`src/rtl/fsdb_ram.sv`:
```
// Generic RAM with one write port and one registered read port.
module fsdb_ram #(
   parameter int WIDTH = 8,
   parameter int DEPTH = 16,
   parameter int AW = (DEPTH > 1) ? $clog2(DEPTH) : 1
) (
   input  logic             clock,
   input  logic             wr_en,
   input  logic [AW-1:0]    wr_addr,
   input  logic [WIDTH-1:0] wr_data,
   input  logic [AW-1:0]    rd_addr,
   output logic [WIDTH-1:0] rd_data
);
   logic [WIDTH-1:0] mem [DEPTH];

   always_ff @(posedge clock) begin
      if (wr_en) begin
         mem[wr_addr] <= wr_data;
      end
      rd_data <= mem[rd_addr];
   end
endmodule

```
`config.mk`:
```
export PLATFORM = sky130hd
export DESIGN_NAME = fsdb_ram
export DESIGN_NICKNAME = d
export VERILOG_FILES = /design/src/rtl/fsdb_ram.sv
export SDC_FILE = /design/constraint.sdc
export NUM_CORES = 1
export LEC_CHECK = 0
export BUFFER_PORTS_ARGS = -buffer_cell sky130_fd_sc_hd__buf_2
export CAP_MARGIN = 10
export CORE_UTILIZATION = 45
export CTS_CLUSTER_SIZE = 30
export DETAILED_ROUTE_END_ITERATION = 8
export PLACE_DENSITY = 0.65
export SLEW_MARGIN = 20
export SYNTH_ARGS = -nofsm -noshare
export SYNTH_HDL_FRONTEND = slang
export SYNTH_SLANG_ARGS = --single-unit
```
`constraint.sdc`:
```
create_clock -name clock -period 6.4 [get_ports clock]
set_input_delay 1.6 -clock clock [delete_from_list [all_inputs] [get_ports clock]]
set_output_delay 1.6 -clock clock [all_outputs]
set_load 0.1 [all_outputs]
```
==> reports/results.tsv <==
stage	metric	value	unit
outcome	outcome	complete, no violations	
placed_design	port_buffers	25	
placed_design	post-dp-hpwl	5720	um
sta	finalSetupViolCount	0	
synth	synth_simple_gate_area_share	3.18	%
floorplanning	fp.dieH	109	um
synth	seq_area_frac_synth	77.8	%
synth	async_flop_share	0	%
clock_tree	cts_resized	0	
final_layout	antennaDiodeCount	0	
synth	synth-edff-count	128	
synth	synth_ff_type	edfxtp_1	
clock_tree	post_cts_buffers	0	
floorplanning	initial_core_util	46.9	%
clock_tree	cts_sinks	136	
final_layout	drive_gt1_share	28.1	%
clock_tree	cts_buffers	17	
run	maxCapViolations	0	
global_route	grt_max_degree	33	
clock_tree	insertion_delay	0.41	ns
global_route	antenna_found_initial	0	
sta	fmax	317	MHz
sta	report.final.slew_viol_count	0	
floorplanning	pin_count	26	
clock_tree	cts_tree	done	
synth	muxShareOfSynthArea	15.0	%
route	avgRoutedWirePerCell	22.3	um
route	routed_wl	9330	um
power	switchingPower	0.436	mW
worst_setup_path	rrSetupSlack	5.04	ns
clock_tree	cts_hold_buf	0	
route	ant_nets	0	
global_route	grt_overflow	0	
power	vdd_ir_drop_max	0.177	mV
synth	synth-warning-count	0	
worst_setup_path	cpPeakStageDelay	0.77	ns
clock_tree	htree_levels	4	
synth	synthCells	229	
sta	tns	0	ns
synth	syn_nets	247	
power	powerDensity	347	nW/um^2
worst_setup_path	crit_fanout	32	
final_layout	post-route-util	54.3	%
floorplanning	rows	38	
power	seqPwrFrac	48.5	%
synth	yosys.cell_types.count	19	
sta	min_period	3.15	ns
worst_setup_path	worstPathCellList	buf_2 > mux4_1 > a22oi_1 > nand2_1	
floorplanning	core	11000	sq um
sta	rsz0062_at_grt	no	
sta	skew	0.00462	ns
clock_tree	cts_root_buffer	clkbuf_16	
synth	synth_most_common_cell	edfxtp_1	
sta	holdWs	0.672	ns
global_route	grt_pass1_wl	14200	um
synth	synth_top_family_by_area	multiplexers	
synth	ys_top_cells_by_area	edfxtp_1, mux4_2, mux4_1, dfxtp_1, a22oi_1	
route	route.vias.total	2356	
synth	synth_area	5150	sq um
floorplanning	dieArea	11900	sq um
min_path	min_path_type	reg -> reg	
synth	ys_seq_elements	136	
synth	synth-compound-area-share	2.33	%
sta	setup_slack	3.25	ns
synth	synthTopCellsByCount	edfxtp_1, mux4_2, a22oi_1, mux4_1, nor2_1	
synth	syn_avg_cell_area	22.5	sq um
power	power_frac_clock	45.3	%
worst_setup_path	cp.arrival	3.45	ns
sta	fin_crit_sh	49.2	%
synth	synth_top_area_share	74.7	%
worst_setup_path	cp-end-kind	flip-flop	
worst_setup_path	start_kind	input port	
placed_design	placedCellCount	386	
route	drc	0	
sta	tightest_slew	1.04	ns
synth	synth.largest_area_cell	edfxtp_1	
power	swShare	21.1	%
placed_design	place_congestion	0.760	
final_layout	stdcell_count	418	
placed_design	post-place-ws	2.77	ns
sta	finalHoldViolCount	0	
clock_tree	clkSlewWorstSetupHoldPaths	0.05	ns
global_route	grt_pass1_vias	2424	
power	p_leak	2.00	nW
worst_setup_path	worstSetupPathType	in -> reg	
route	drt-vias-per-instance	5.64	
final_layout	fin_nets	283	
worst_setup_path	worstPathRequired	6.70	ns
synth	synth_xor_area_share	0	%
route	dr.pass1.iters	4	
power	internal_power	1.63	mW
final_layout	area_growth	15.8	%
power	p_comb_share	6.2	%
sta	slew_headroom	30.5	%
floorplanning	die_w	109	um
synth	synth-adder-area-share	0	%
global_route	track_usage	17.8	%
route	drt_iter0_drc	112	
worst_setup_path	cp_slowest_cell	buf_2	
clock_tree	cts_buffer_depth	2	
-- routing by layer --
layer	GRT usage, %	vias to the layer above	share of wire (%)
met1	24.9	1205	45
met5	0	-	0
li1	-	1046	-
met2	25.2	79	46
met3	4.42	26	5.6
met4	10.9	0	3.6
-- cell usage in the layout (no fill, tap or decap), types with 2 or more instances in the layout --
cell / n
edfxtp_1: 128
buf_2: 25
mux4_2: 18
clkbuf_16: 17
a22oi_1: 16
mux4_1: 14
nor2_1: 13
nand2_1: 9
dfxtp_1: 8
clkinv_2: 7
clkbuf_8: 3
nand3b_1: 2
nor3_1: 2
nand2b_1: 2
nor3_2: 2
bufinv_16: 2
clkbuf_1: 2
buf_4: 2
-- cells by family after synthesis --
| family | Yosys count |
|---|---|
| simple gates | 35 |
| mux | 32 |
| flops | 136 |
| buf+inv | 10 |
| compound gates | 16 |
-- power groups by stage --
stage,sequential (mW),combinational [mW],clock (mW)
CTS,1.00,0.130,0.947
detailed placement,1.02,0.130,0
floorplan,1.06,0.0505,0
global route,1.00,0.136,0.982
finish,1.00,0.128,0.936
global placement,1.02,0.128,0
-- critical path: cells and delay by family --
kind,cells,cell delay (ns)
multiplexers,1,0.67
buffers and inverters,1,0.77
AO/OA/AOI/OAI,1,0.30
AND/OR/NAND/NOR,1,0.08
-- area by class of cell --
| type | instances | area [sq um] |
|---|---|---|
| Multi-Input combinational cell | 83 | 1070 |
| Fill cell | 827 | 5020 |
| Clock inverter | 10 | 103 |
| Clock buffer | 22 | 474 |
| Tap cell | 140 | 175 |
| Sequential cell | 136 | 4000 |
| Timing Repair Buffer | 27 | 140 |
-- state kept, by name (all words and copies together) (netlist names) --
signal	cells
mem	128
rd_data	8
-- worst paths after layout --
kind | cells after the start | end | startpoint
worst min-delay path | 3 | rd_data[1] | mem[15][1]
worst max register to register | 3 | rd_data[1] | mem[1][1]
worst min register to register | 3 | rd_data[1] | mem[15][1]
worst max-delay path | 4 | rd_data[1] | rd_addr[0]
-- per-stage QoR --
| step | power (mW) | area, sq um |
|---|---|---|
| floorplan | 1.11 | 5150 |
| global placement | 1.15 | 5380 |
| detailed placement | 1.15 | 5390 |
| CTS | 2.08 | 5960 |
| global route | 2.12 | 5960 |
| finish | 2.07 | 5960 |
Power figures use the tool's default switching activity.
